<file path="src/rtl/i2cm_pkg.sv">
// Shared types and constants for the I2C master transfer unit.
package i2cm_pkg;

   localparam int CMD_W  = 2;
   localparam int BYTE_W = 8;
   localparam int REQ_W  = 40;
   localparam int RSP_W  = 16;

   localparam logic [CMD_W-1:0] CMD_TICK  = 2'd0;
   localparam logic [CMD_W-1:0] CMD_WRITE = 2'd1;
   localparam logic [CMD_W-1:0] CMD_READ  = 2'd2;

   localparam logic [BYTE_W-1:0] RD_BIT = 8'h01;
   localparam logic [2:0]        LAST_BIT = 3'd7;

   typedef enum logic [1:0] {
      STG_DEV  = 2'd0,
      STG_SUB  = 2'd1,
      STG_RDEV = 2'd2,
      STG_DATA = 2'd3
   } stage_type;

   typedef enum logic [16:0] {
      PH_IDLE     = 17'b00000000000000001,
      PH_RS_REL   = 17'b00000000000000010,
      PH_ST_HIGH  = 17'b00000000000000100,
      PH_ST_LOW   = 17'b00000000000001000,
      PH_TX_LOW   = 17'b00000000000010000,
      PH_TX_HIGH  = 17'b00000000000100000,
      PH_TX_REL   = 17'b00000000001000000,
      PH_ACK_HIGH = 17'b00000000010000000,
      PH_ACK_LOW  = 17'b00000000100000000,
      PH_RX_LOW   = 17'b00000001000000000,
      PH_RX_HIGH  = 17'b00000010000000000,
      PH_MA_LOW   = 17'b00000100000000000,
      PH_MA_HIGH  = 17'b00001000000000000,
      PH_MA_REL   = 17'b00010000000000000,
      PH_SP_LOW   = 17'b00100000000000000,
      PH_SP_HIGH  = 17'b01000000000000000,
      PH_SP_REL   = 17'b10000000000000000
   } phase_type;

endpackage

</file>
<file path="src/rtl/i2c_master_eeprom_transfer_unit.sv">
// I2C master bus sequencer, one bus tick per request transfer.
// The result of a tick is registered and presented in the cycle after its request transfer.
// Throughput: one tick per cycle while rsp_tready holds; the result register frees as it is taken.
// Reset (synchronous, active high): bus idle, ack wait zero, result register empty.
module i2c_master_eeprom_transfer_unit
   import i2cm_pkg::*;
(
   input  logic             clock,
   input  logic             reset,
   input  logic             req_tvalid,
   output logic             req_tready,
   // command[1:0], device_address[9:2], sub_address[17:10], write_data[25:18],
   // byte_count[33:26], sda_in[34], zero fill
   input  logic [REQ_W-1:0] req_tdata,
   output logic             rsp_tvalid,
   input  logic             rsp_tready,
   // scl_out[0], sda_out[1], busy_res[2], read_valid[3], read_data[11:4],
   // ack_missing[12], zero fill
   output logic [RSP_W-1:0] rsp_tdata,
   output logic             rsp_tlast,
   input  logic             csr_wen,
   input  logic [BYTE_W-1:0] csr_wdata
);

   phase_type         phase_ff, phase_in;
   stage_type         stage_ff, stage_in;
   logic [2:0]        bit_index_ff, bit_index_in;
   logic [BYTE_W-1:0] shift_ff, shift_in;
   logic [BYTE_W-1:0] bytes_left_ff, bytes_left_in;
   logic [BYTE_W-1:0] dev_addr_ff, dev_addr_in;
   logic [BYTE_W-1:0] sub_addr_ff, sub_addr_in;
   logic [BYTE_W-1:0] data_ff, data_in;
   logic              is_read_ff, is_read_in;
   logic [BYTE_W-1:0] wait_count_ff, wait_count_in;
   logic              nack_seen_ff, nack_seen_in;
   logic [BYTE_W-1:0] ack_wait_ff;

   logic              rsp_valid_ff;
   logic [RSP_W-1:0]  rsp_data_ff, rsp_data_in;
   logic              rsp_last_ff, rsp_last_in;

   logic [CMD_W-1:0]  cmd;
   logic              sda_i;
   logic              scl_o, sda_o, busy_o, rv_o, rl_o;
   logic [BYTE_W-1:0] rd_o;
   logic [BYTE_W-1:0] shifted_rx;
   logic [BYTE_W-1:0] bytes_dec;
   logic              accept;

   assign req_tready = !rsp_valid_ff || rsp_tready;
   assign accept     = req_tvalid && req_tready;
   assign rsp_tvalid = rsp_valid_ff;
   assign rsp_tdata  = rsp_data_ff;
   assign rsp_tlast  = rsp_last_ff;

   assign cmd        = req_tdata[1:0];
   assign sda_i      = req_tdata[34];
   assign shifted_rx = {shift_ff[BYTE_W-2:0], sda_i};
   assign bytes_dec  = (bytes_left_ff != '0) ? bytes_left_ff - 8'd1 : bytes_left_ff;

   always_comb begin
      phase_in      = phase_ff;
      stage_in      = stage_ff;
      bit_index_in  = bit_index_ff;
      shift_in      = shift_ff;
      bytes_left_in = bytes_left_ff;
      dev_addr_in   = dev_addr_ff;
      sub_addr_in   = sub_addr_ff;
      data_in       = data_ff;
      is_read_in    = is_read_ff;
      wait_count_in = wait_count_ff;
      nack_seen_in  = nack_seen_ff;
      scl_o  = 1'b1;
      sda_o  = 1'b1;
      busy_o = 1'b1;
      rv_o   = 1'b0;
      rd_o   = '0;
      rl_o   = 1'b0;

      case (phase_ff)
         PH_IDLE: begin
            if (cmd == CMD_WRITE || cmd == CMD_READ) begin
               dev_addr_in   = req_tdata[9:2];
               sub_addr_in   = req_tdata[17:10];
               data_in       = req_tdata[25:18];
               bytes_left_in = req_tdata[33:26];
               is_read_in    = (cmd == CMD_READ);
               nack_seen_in  = 1'b0;
               wait_count_in = '0;
               bit_index_in  = '0;
               shift_in      = '0;
               stage_in      = STG_DEV;
               phase_in      = PH_ST_HIGH;
            end else begin
               busy_o = 1'b0;
            end
         end
         PH_RS_REL: begin
            scl_o    = 1'b0;
            phase_in = PH_ST_HIGH;
         end
         PH_ST_HIGH: phase_in = PH_ST_LOW;
         PH_ST_LOW: begin
            sda_o        = 1'b0;
            shift_in     = (stage_ff == STG_RDEV) ? (dev_addr_ff | RD_BIT) : dev_addr_ff;
            bit_index_in = '0;
            phase_in     = PH_TX_LOW;
         end
         PH_TX_LOW: begin
            scl_o    = 1'b0;
            sda_o    = shift_ff[BYTE_W-1];
            phase_in = PH_TX_HIGH;
         end
         PH_TX_HIGH: begin
            sda_o    = shift_ff[BYTE_W-1];
            shift_in = {shift_ff[BYTE_W-2:0], 1'b0};
            if (bit_index_ff == LAST_BIT) begin
               bit_index_in = '0;
               phase_in     = PH_TX_REL;
            end else begin
               bit_index_in = bit_index_ff + 3'd1;
               phase_in     = PH_TX_LOW;
            end
         end
         PH_TX_REL: begin
            scl_o         = 1'b0;
            wait_count_in = '0;
            phase_in      = PH_ACK_HIGH;
         end
         PH_ACK_HIGH: begin
            if (!sda_i || wait_count_ff >= ack_wait_ff) begin
               if (sda_i) nack_seen_in = 1'b1;
               phase_in = PH_ACK_LOW;
            end else begin
               wait_count_in = wait_count_ff + 8'd1;
            end
         end
         PH_ACK_LOW: begin
            scl_o = 1'b0;
            case (stage_ff)
               STG_DEV: begin
                  stage_in     = STG_SUB;
                  shift_in     = sub_addr_ff;
                  bit_index_in = '0;
                  phase_in     = PH_TX_LOW;
               end
               STG_SUB: begin
                  if (is_read_ff) begin
                     stage_in = STG_RDEV;
                     phase_in = PH_RS_REL;
                  end else if (bytes_left_ff != '0) begin
                     stage_in     = STG_DATA;
                     shift_in     = data_ff;
                     bit_index_in = '0;
                     phase_in     = PH_TX_LOW;
                  end else begin
                     phase_in = PH_SP_LOW;
                  end
               end
               STG_RDEV: begin
                  if (bytes_left_ff != '0) begin
                     shift_in     = '0;
                     bit_index_in = '0;
                     phase_in     = PH_RX_LOW;
                  end else begin
                     phase_in = PH_SP_LOW;
                  end
               end
               default: begin
                  bytes_left_in = bytes_dec;
                  if (bytes_dec != '0) begin
                     shift_in     = data_ff;
                     bit_index_in = '0;
                     phase_in     = PH_TX_LOW;
                  end else begin
                     phase_in = PH_SP_LOW;
                  end
               end
            endcase
         end
         PH_RX_LOW: begin
            scl_o    = 1'b0;
            phase_in = PH_RX_HIGH;
         end
         PH_RX_HIGH: begin
            shift_in = shifted_rx;
            if (bit_index_ff == LAST_BIT) begin
               bit_index_in  = '0;
               rv_o          = 1'b1;
               rd_o          = shifted_rx;
               rl_o          = (bytes_left_ff <= 8'd1);
               bytes_left_in = bytes_dec;
               phase_in      = PH_MA_LOW;
            end else begin
               bit_index_in = bit_index_ff + 3'd1;
               phase_in     = PH_RX_LOW;
            end
         end
         PH_MA_LOW: begin
            scl_o    = 1'b0;
            sda_o    = (bytes_left_ff == '0);
            phase_in = PH_MA_HIGH;
         end
         PH_MA_HIGH: begin
            sda_o    = (bytes_left_ff == '0);
            phase_in = PH_MA_REL;
         end
         PH_MA_REL: begin
            scl_o = 1'b0;
            if (bytes_left_ff != '0) begin
               shift_in     = '0;
               bit_index_in = '0;
               phase_in     = PH_RX_LOW;
            end else begin
               phase_in = PH_SP_LOW;
            end
         end
         PH_SP_LOW: begin
            scl_o    = 1'b0;
            sda_o    = 1'b0;
            phase_in = PH_SP_HIGH;
         end
         PH_SP_HIGH: begin
            sda_o    = 1'b0;
            phase_in = PH_SP_REL;
         end
         default: phase_in = PH_IDLE;
      endcase

      rsp_data_in = {3'b000, nack_seen_in, rd_o, rv_o, busy_o, sda_o, scl_o};
      rsp_last_in = rl_o;
   end

   always_ff @(posedge clock) begin
      if (reset) begin
         phase_ff      <= PH_IDLE;
         stage_ff      <= STG_DEV;
         bit_index_ff  <= '0;
         shift_ff      <= '0;
         bytes_left_ff <= '0;
         dev_addr_ff   <= '0;
         sub_addr_ff   <= '0;
         data_ff       <= '0;
         is_read_ff    <= 1'b0;
         wait_count_ff <= '0;
         nack_seen_ff  <= 1'b0;
         rsp_valid_ff  <= 1'b0;
      end else begin
         if (accept) begin
            phase_ff      <= phase_in;
            stage_ff      <= stage_in;
            bit_index_ff  <= bit_index_in;
            shift_ff      <= shift_in;
            bytes_left_ff <= bytes_left_in;
            dev_addr_ff   <= dev_addr_in;
            sub_addr_ff   <= sub_addr_in;
            data_ff       <= data_in;
            is_read_ff    <= is_read_in;
            wait_count_ff <= wait_count_in;
            nack_seen_ff  <= nack_seen_in;
            rsp_valid_ff  <= 1'b1;
         end else if (rsp_tready) begin
            rsp_valid_ff <= 1'b0;
         end
      end
   end

   always_ff @(posedge clock) begin
      if (reset) begin
         ack_wait_ff <= '0;
      end else if (csr_wen) begin
         ack_wait_ff <= csr_wdata;
      end
   end

   always_ff @(posedge clock) begin
      if (accept) begin
         rsp_data_ff <= rsp_data_in;
         rsp_last_ff <= rsp_last_in;
      end
   end

endmodule
</file>
<file path="config.mk">
export PLATFORM = sky130hd
export DESIGN_NAME = i2c_master_eeprom_transfer_unit
export DESIGN_NICKNAME = d
export VERILOG_FILES = /design/src/rtl/i2cm_pkg.sv /design/src/rtl/i2c_master_eeprom_transfer_unit.sv
export SDC_FILE = /design/constraint.sdc
export NUM_CORES = 1
export LEC_CHECK = 0
export ABC_AREA = 1
export BUFFER_PORTS_ARGS = -buffer_cell sky130_fd_sc_hd__clkbuf_2
export CORE_AREA = 2 2 106 108
export DETAILED_ROUTE_END_ITERATION = 8
export DIE_AREA = 0 0 108 110
export HOLD_SLACK_MARGIN = 0.1
export PLACE_DENSITY = 0.78
export SLEW_MARGIN = 20
export SYNTH_ARGS = -nofsm -noshare
export SYNTH_HDL_FRONTEND = slang
export SYNTH_SLANG_ARGS = --single-unit
</file>
<file path="constraint.sdc">
create_clock -name clock -period 2.96 [get_ports clock]
set_input_delay 0.296 -clock clock [delete_from_list [all_inputs] [get_ports clock]]
set_output_delay 0.296 -clock clock [all_outputs]
set_load 0.02 [all_outputs]
</file>
---- Yosys cells after proc, flatten, opt, wreduce, memory -nomap -nowiden ----
Cells that the tools add are included.
cells by class
  $add $sub $neg .......................... 3
  eq/ne operators ......................... 31
  mux-type cells .......................... 47
  reductions and logical operators ........ 30
  magnitude comparators ................... 2
operators by type and width
  operator              number
  $pmux 17 s16          1
  $mux 8                10
  $pmux 8 s3            3
  $mux 15               4
  $pmux 8 s6            1
  $pmux 15 s3           1
  $mux 17               2
  $eq 17x1->1 const B   1
  $eq 17x10->1 const B  1
  $eq 17x11->1 const B  1
  $eq 17x12->1 const B  1
  $eq 17x13->1 const B  1
  $eq 17x14->1 const B  1
  $eq 17x15->1 const B  1
  $eq 17x16->1 const B  1
  $eq 17x2->1 const B   1
  $eq 17x3->1 const B   1
  $eq 17x4->1 const B   1
  $eq 17x5->1 const B   1
  $eq 17x6->1 const B   1
  $eq 17x7->1 const B   1
  $eq 17x8->1 const B   1
  $eq 17x9->1 const B   1
  $reduce_bool 8->1     2
  39 further kinds      73
storage, ports and cells
  bits of input ports ..................... 53
  register bits after elaboration ......... 95
  word-level logic and storage cells ...... 131

---- Depth between registers and ports, before layout ----
Gate-level depths: netlist of run 1.
  word-level depth ........................ 6
  mapped depth ............................ 15
  gate-level depth less buffers ........... 15

---- Least setup slack after synthesis of run 1 ----
No wires, ideal clock.
  path type ............................... reg-to-reg
  start ................................... register rsp_valid_ff, in the netlist rsp_tvalid
  end ..................................... register bit_index_ff[0]
  setup time .............................. 64 ps
  cell stages (with the launch flop) ...... 13
  arrival ................................. 1836 ps
  path slack .............................. 1060 ps
  cell sequence ........................... dfxtp_1 > nand2_1 > nand2_1 > inv_1 > o21ai_4 > nor2_1 > nand2_1 > inv_2 > buf_6 > nand4_1 > nand2_1 > clkinv_1 > nor2_1
on the way
  longest elaborated chain between the ends .. 4
RTL lines
  element                            line                                    source
  start: declaration                 i2c_master_eeprom_transfer_unit.sv:38   logic rsp_valid_ff;
  start signal: assignment           i2c_master_eeprom_transfer_unit.sv:247  rsp_valid_ff <= 1'b0;
  start signal: assignment           i2c_master_eeprom_transfer_unit.sv:261  rsp_valid_ff <= 1'b1;
  start signal: assignment           i2c_master_eeprom_transfer_unit.sv:263  rsp_valid_ff <= 1'b0;
  $logic_not 1->1                    i2c_master_eeprom_transfer_unit.sv:50   assign req_tready = !rsp_valid_ff || rsp_tready;
  $logic_or 1x1->1                   i2c_master_eeprom_transfer_unit.sv:50
  via req_tready                     i2c_master_eeprom_transfer_unit.sv:11   output logic req_tready,
  $logic_and 1x1->1                  i2c_master_eeprom_transfer_unit.sv:51   assign accept = req_tvalid && req_tready;
  via accept                         i2c_master_eeprom_transfer_unit.sv:48   logic accept;
  $reduce_and 5->1 (no source line)  n/a
  end signal: assignment             i2c_master_eeprom_transfer_unit.sv:252  bit_index_ff <= bit_index_in;
  end: declaration                   i2c_master_eeprom_transfer_unit.sv:27   logic [2:0] bit_index_ff, bit_index_in;
The timed path passes the listed nets, and every way through them passes these cells.
A chain may end at the register's enable or synchronous reset.

---- Worst setup path after layout of run 1 ----
  start ................................... register bytes_left_ff[0]
  end ..................................... register shift_ff[3]
on the way
  longest elaborated chain between the ends .. 5
RTL lines
  element                                                  line                                                                                                                   source
  start: declaration                                       i2c_master_eeprom_transfer_unit.sv:29                                                                                  logic [BYTE_W-1:0] bytes_left_ff, bytes_left_in;
  start signal: assignment                                 i2c_master_eeprom_transfer_unit.sv:254                                                                                 bytes_left_ff <= bytes_left_in;
  $sub 8x1->8 / $reduce_bool 8->1 (equally long branches)  i2c_master_eeprom_transfer_unit.sv:59, i2c_master_eeprom_transfer_unit.sv:151, i2c_master_eeprom_transfer_unit.sv:161
  $mux 8                                                   i2c_master_eeprom_transfer_unit.sv:59                                                                                  assign bytes_dec = (bytes_left_ff != '0) ? bytes_left_ff - 8'd1 : bytes_left_ff;
  $reduce_bool 8->1                                        i2c_master_eeprom_transfer_unit.sv:171                                                                                 if (bytes_dec != '0) begin
  $ne 5x5->1 (no source line)                              n/a
  $reduce_and 6->1 (no source line)                        n/a
  end signal: assignment                                   i2c_master_eeprom_transfer_unit.sv:253                                                                                 shift_ff <= shift_in;
  end: declaration                                         i2c_master_eeprom_transfer_unit.sv:28                                                                                  logic [BYTE_W-1:0] shift_ff, shift_in;
Parallel ways exist; a longest one is shown, timed or not.

==> results of run 1 <==
## worst reg2reg max path: cells and delay by family, from the launching register on
family / cells / cell delay, ns
adders and majority gates: 1 / 0.27
buffers and inverters: 2 / 0.15
DFF: 1 / 0.42
and+or+nand+nor: 11 / 1.48
## area by class of cell
type	instances	area, µm²
clock buffers	13	159
clock inverters	3	26.3
fillers	1047	4360
inverters	119	447
multi-input cells	568	3100
flip-flops and latches	95	2040
well taps	140	175
repair buffers	72	393
## per-stage QoR
step / instances / cell area (µm²) / worst slack (ns) / power (µW)
final: 1010 / 6340 / 0.535 / 3090
after global routing: 1010 / 6340 / 0.257 / 3290
after CTS: 1010 / 6340 / 0.580 / 3110
after detailed placement: 990 / 6120 / 0.612 / 2280
after global placement: 990 / 6120 / 0.642 / 2270
after floorplan: 812 / 5760 / 1.06 / 2100
## cells by family (layout without fill, tap and decap cells)
group                      after synthesis  after routing  share of synthesized area [%]
buffers and inverters                  149            207                           10.9
adders and majority gates               18             18                           3.91
DFF                                     95             95                           35.5
other                                    1              3                         0.0652
AOI/OAI and AO/OA                      163            163                           15.4
xor gates and xnor gates                 4              4                          0.609
and+or+nand+nor                        380            380                           33.6
## worst paths after layout
check	endpoint	slack, ns	cells after the start
setup / recovery	shift_ff[3]	0.54	14
hold / removal	dev_addr_ff[5]	0.11	3
setup reg to reg	shift_ff[3]	0.54	14
hold reg to reg	ack_wait_ff[7]	0.47	2
## layer usage
| layer | GRT usage, % | vias up | routed length [µm] |
|---|---|---|---|
| met5 | 0 | - | 0 |
| met1 | 32.9 | 2360 | 6350 |
| met3 | 3.70 | 21 | 660 |
| met4 | 9.07 | 0 | 252 |
| li1 | - | 2770 | - |
| met2 | 39.4 | 149 | 6110 |
## state kept, by name (all words and copies together), names as in the netlist
signal	cells
rsp_tvalid	1
bytes_left_ff	8
stage_ff	2
data_ff	8
rsp_tdata	13
ack_wait_ff	8
is_read_ff	1
sub_addr_ff	8
shift_ff	8
bit_index_ff	3
nack_seen_ff	1
rsp_tlast	1
wait_count_ff	8
phase_ff	17
dev_addr_ff	8
## power by group
part / total (µW) / leakage, µW / switching, µW / internal [µW]
sequential: 1460 / 0.000798 / 60.2 / 1400
clock: 831 / 0.0000942 / 473 / 359
combinational: 799 / 0.00199 / 538 / 261
total: 3090 / 0.00288 / 1070 / 2020
## cell usage in the layout, fill, tap and decap left out, drive strengths merged
cell type and instances:
nor3b 3, nand3b 2, a31oi 1, a31o 2
a21boi 1, a22oi 2, conb 3, nand2 170
ha 18, xnor2 1, a211oi 2, dlygate4sd3 4
o21ai 59, a22o 6, nor2 102, a21oi 87
a221o 1, nor4 4, o2111ai 1, dfxtp 81
edfxtp 14, clkbuf 76, or2 2, o21bai 1
and2 1, xor2 3, nand4 27, nor3 10
clkinv 3, inv 119, nand3 59, buf 5
## timing repair
item                                   in CTS  in global routing
setup endpoints to repair                   0                  0
gates resized for setup                     0                  0
hold buffers                                4                  0
endpoints found under the hold margin       4                  0
==> results by group, run 1 <==
Layout
  • Synthesis-to-layout area growth: 10.2%
  • Core Util, Final: 59.3%
  • Layout cell share with drive strength beyond 1: 17.2%
  • # diodes: 0
  • Final Net Count: 936

Setup path
  • Buffer and inverter count on the worst path: 2
  • Worst Setup SP: bytes_left_ff[0]
  • Cell family with most CP delay: simple AND/OR/NAND/NOR gates
  • Crit Path Max Fanout: 12
  • Slowest stage cell, crit path: dfxtp_1
  • Slowest stage delay, CP: 0.42 ns
  • RR Startpoint: bytes_left_ff[0]
  • CP arrival: 2.70 ns
  • Cells along the critical path: inv_1, ha_1, nand2_2, inv_2, nand2_2, nand2_1, nand2_1, nand2_1, nor2_2, nand3_2, nand3_2, nand2_1, nand2_1, nor2_1
  • Critical path class: reg -> reg
  • Setup crit end kind: flop
  • Worst path required time: 3.24 ns
  • Most used cell, CP: nand2_1
  • Startpoint types: flop

Logic synthesis
  • Synth cell count leaders: nand2_1, inv_1, a21oi_1, dfxtp_1, nor2_1
  • Most common cell in the netlist: nand2_1
  • Post-Syn Area: 0.00575 mm²
  • EDFF count, synth: 14
  • Yosys top cell area share: 28.2%
  • Sequential area share after synthesis: 35.5%
  • Prevailing post-synth register cell: dfxtp_1
  • Dominant cells by area after synthesis: dfxtp_1, nand2_1, a21oi_1
  • Cells after Synth: 810
  • Yosys reg bits: 95
  • Syn avg cell area: 7.10 µm²
  • Yosys cell types: 46
  • Synth Warn #: 0
  • Largest area contributor in the netlist: dfxtp_1
  • Asr flop ratio synth: 0%

Timing
  • Tightest Pin Transition: 0.507 ns
  • Worst Skew: 0.0144 ns
  • RSZ-0062 raised after global routing: false
  • Fmax: 412 MHz
  • Final Cycle Share: 81.9%
  • Setup total negative slack: 0 ns
  • Final Slew Violations: 0
  • Final-report hold violation count: 0
  • Worst rel slew slack: 66.1%
  • Final setup viols: 0
  • Fin crit period: 2.42 ns
  • Hold_ws: 0.114 ns

Clocking
  • Buffer count from post-CTS setup fixing: 0
  • Clk sinks: 95
  • CTS Buffer Depth: 2
  • Root Driver: clkbuf_8
  • H-Tree Depth: 3
  • Clock Latency Late Sink: 0.39 ns
  • Clock transition at path regs: 0.09 ns
  • CTS tree: yes
  • CTS Buf Count: 9

Floorplan
  • I/O Pins: 72
  • Initial cell density of the core: 53.8%
  • Cell Rows: 38
  • Die X: 108 µm
  • Die Y: 110 µm
  • Die area: 0.0119 mm²
  • Core area: 0.0107 mm²

Global routing
  • Largest net degree at the start of global routing: 51
  • GR Overflow Total: 0
  • Total GRT Usage: 24.3%
  • Vias in the first global route: 4887
  • Initial antenna violation count: 0
  • First-pass GRT wire length: 22900 µm

Route
  • Via/cell ratio: 5.25
  • Routed len/inst: 13.2 µm
  • Drt pass-1 iters: 5
  • DRC: 0
  • Final ANT Viol Nets: 0
  • Routed WL: 13400 µm
  • Initial detailed-routing violation count: 340
  • Total number of vias: 5300

Power
  • Lkg Pwr: 0.00288 µW
  • Worst vdd rail ir drop: 0.411 mV
  • PwrDens: 488 mW/mm²

Placed design
  • Port Buffers: 63
  • Dpl hpwl: 9750 µm
  • Routability cong.: 0.943

Run status
  • Outcome: completed

Min path
  • Hold Path Class: in -> reg
  • Min-Delay Startpoint: req_tdata[7]

Run
  • Max-Cap Viols: 0
Power figures use the tool's default switching activity.
==> run 2: changes to the inputs <==
CORE_AREA = 2 2 108 110   (was 2 2 106 108)
DIE_AREA = 0 0 110 112   (was 0 0 108 110)
clock period = 1.95 ns   (was 2.96 ns; I/O delays follow)
==> run 2 against run 1 <==
The run now ends with setup timing left; via count up 14%; worst setup slack worse by 0.56 ns; wire length up 25%; die area up 3.7%; count of clock-buffer cells in the layout down 2; non-clock buffer count up 107; sequential share of layout area down 5.7 points; critical endpoint is now sub_addr_ff[7].
==> results by group, run 2 (synthesis gave the netlist of run 1 again) <==
Global routing
  • Initial antenna violation count: 0
  • Largest net degree at the start of global routing: 51
  • Total GRT Usage: 25.2%
  • Vias in the first global route: 5319
  • First-pass GRT wire length: 24500 µm
  • GR Overflow Total: 0

Setup path
  • Worst path required time: 2.23 ns
  • Crit Path Max Fanout: 7
  • Critical path class: reg -> reg
  • R2r setup slk: -0.02 ns
  • Buffer and inverter count on the worst path: 3
  • Cells along the critical path: nor2_4, nand2_4, nor2_8, nand3_4, buf_6, nor3_4, buf_6, clkbuf_16, o21ai_0, a21oi_1
  • Most used cell, CP: buf_6
  • Cell family with most CP delay: simple AND/OR/NAND/NOR gates
  • Startpoint types: flop
  • Slowest stage cell, crit path: dfxtp_4
  • CP arrival: 2.25 ns
  • Slowest stage delay, CP: 0.37 ns
  • Setup crit end kind: flop

Timing
  • Final Cycle Share: 101%
  • Worst Skew: 0.0144 ns
  • Final Slew Violations: 0
  • RSZ-0062 raised after global routing: true
  • Final-report hold violation count: 0
  • Final worst slack: -0.0196 ns
  • Setup total negative slack: -0.0279 ns
  • Fin crit period: 1.97 ns
  • Fmax: 508 MHz
  • Final setup viols: 3

Route
  • Drt pass-1 iters: 5
  • Final ANT Viol Nets: 0
  • DRC: 0
  • Total number of vias: 6057
  • Via/cell ratio: 5.40
  • Routed len/inst: 14.9 µm
  • Routed WL: 16700 µm
  • Initial detailed-routing violation count: 475

Placed design
  • Port Buffers: 63
  • Dpl hpwl: 10500 µm
  • Routability cong.: 0.963
  • DP Area: 0.00655 mm²

Power
  • PwrDens: 717 mW/mm²
  • Worst vdd rail ir drop: 0.714 mV
  • Lkg Pwr: 0.00354 µW

Clocking
  • CTS Buf Count: 9
  • CTS Buffer Depth: 2
  • CTS tree: yes
  • Root Driver: clkbuf_16
  • Clock Latency Late Sink: 0.36 ns
  • Clk sinks: 95
  • H-Tree Depth: 3
  • Clock transition at path regs: 0.07 ns

Floorplan
  • Die Y: 112 µm
  • Die X: 110 µm
  • Cell Rows: 39
  • I/O Pins: 72
  • Die area: 0.0123 mm²
  • Initial cell density of the core: 51.5%
  • Core area: 0.0112 mm²

Layout
  • Layout fillers: 855
  • Most frequent cells in the layout: nand2_1, inv_1, a21oi_1
  • Final Net Count: 1045
  • Layout cell share with drive strength beyond 1: 29.8%
  • Max FFs per register: 17
  • Design Area, Final: 0.00778 mm²
  • Synthesis-to-layout area growth: 35.2%
  • # diodes: 0
  • Biggest register: phase_ff
  • Commonest non-fill, non-tap cell in the layout: nand2_1

Min path
  • Hold Path Class: in -> reg

Run
  • Max-Cap Viols: 0

Run status
  • Outcome: complete, but fails checks
  • Failing checks: setup timing
-- run 2: repair_timing --
item	CTS	global route
endpoints found under the hold margin	25	0
pin swaps	0	54
hold buffers	25	0
setup endpoints to repair	4	72
cloned	0	6
setup buffers	0	32
resized for setup	3	104
-- run 2: power by group --
part | switching, µW | internal [µW]
logic | 1020 | 688
registers | 89.8 | 2130
clock network | 778 | 868
-- run 2: layout make-up --
type / count / area [µm²] / share of cell area (%)
Multi-Input combinational cell: 570 / 3410 / 43.9
Clock inverter: 5 / 35.0 / 0.450
Timing Repair Buffer: 179 / 1400 / 18.0
Inverter: 119 / 457 / 5.87
Clock buffer: 11 / 233 / 2.99
Tap cell: 143 / 179 / 2.30
Sequential cell: 95 / 2060 / 26.5
-- run 2: worst paths after layout --
kind | startpoint | depth (start not counted) | endpoint
worst min-delay path | csr_wen | 3 | ack_wait_ff[0]
worst max-delay path | phase_ff[5] | 10 | sub_addr_ff[7]
worst max register to register | phase_ff[5] | 10 | sub_addr_ff[7]
worst min register to register | ack_wait_ff[7] | 2 | ack_wait_ff[7]
-- run 2: per-stage QoR --
step                setup WS (ns)  power [µW]  util (%)  std cells  hold slack (ns)
floorplan                  0.0502        3200         -        812            0.323
global placement           0.0474        3580      58.6       1043            0.410
detailed placement       -0.00764        3600      58.6       1043            0.413
CTS                      -0.00386        5280      63.3       1084            0.108
global route              -0.0871        5860      69.6       1122            0.135
finish                    -0.0196        5580      69.6       1122            0.113
-- run 2: worst min-delay path: stages --
cell,delay (ns)
clkbuf_2,0.09
o21ai_0,0.08
nor2_1,0.07
-- run 2: per-layer routing --
layer  up-vias  global-route usage, %  part of all wire (%)
met5         -                      0                     0
met3        40                   4.16                   6.3
li1       3000                      -                     -
met4         0                   8.86                   2.4
met1      2787                   33.3                    41
met2       230                   41.3                    50
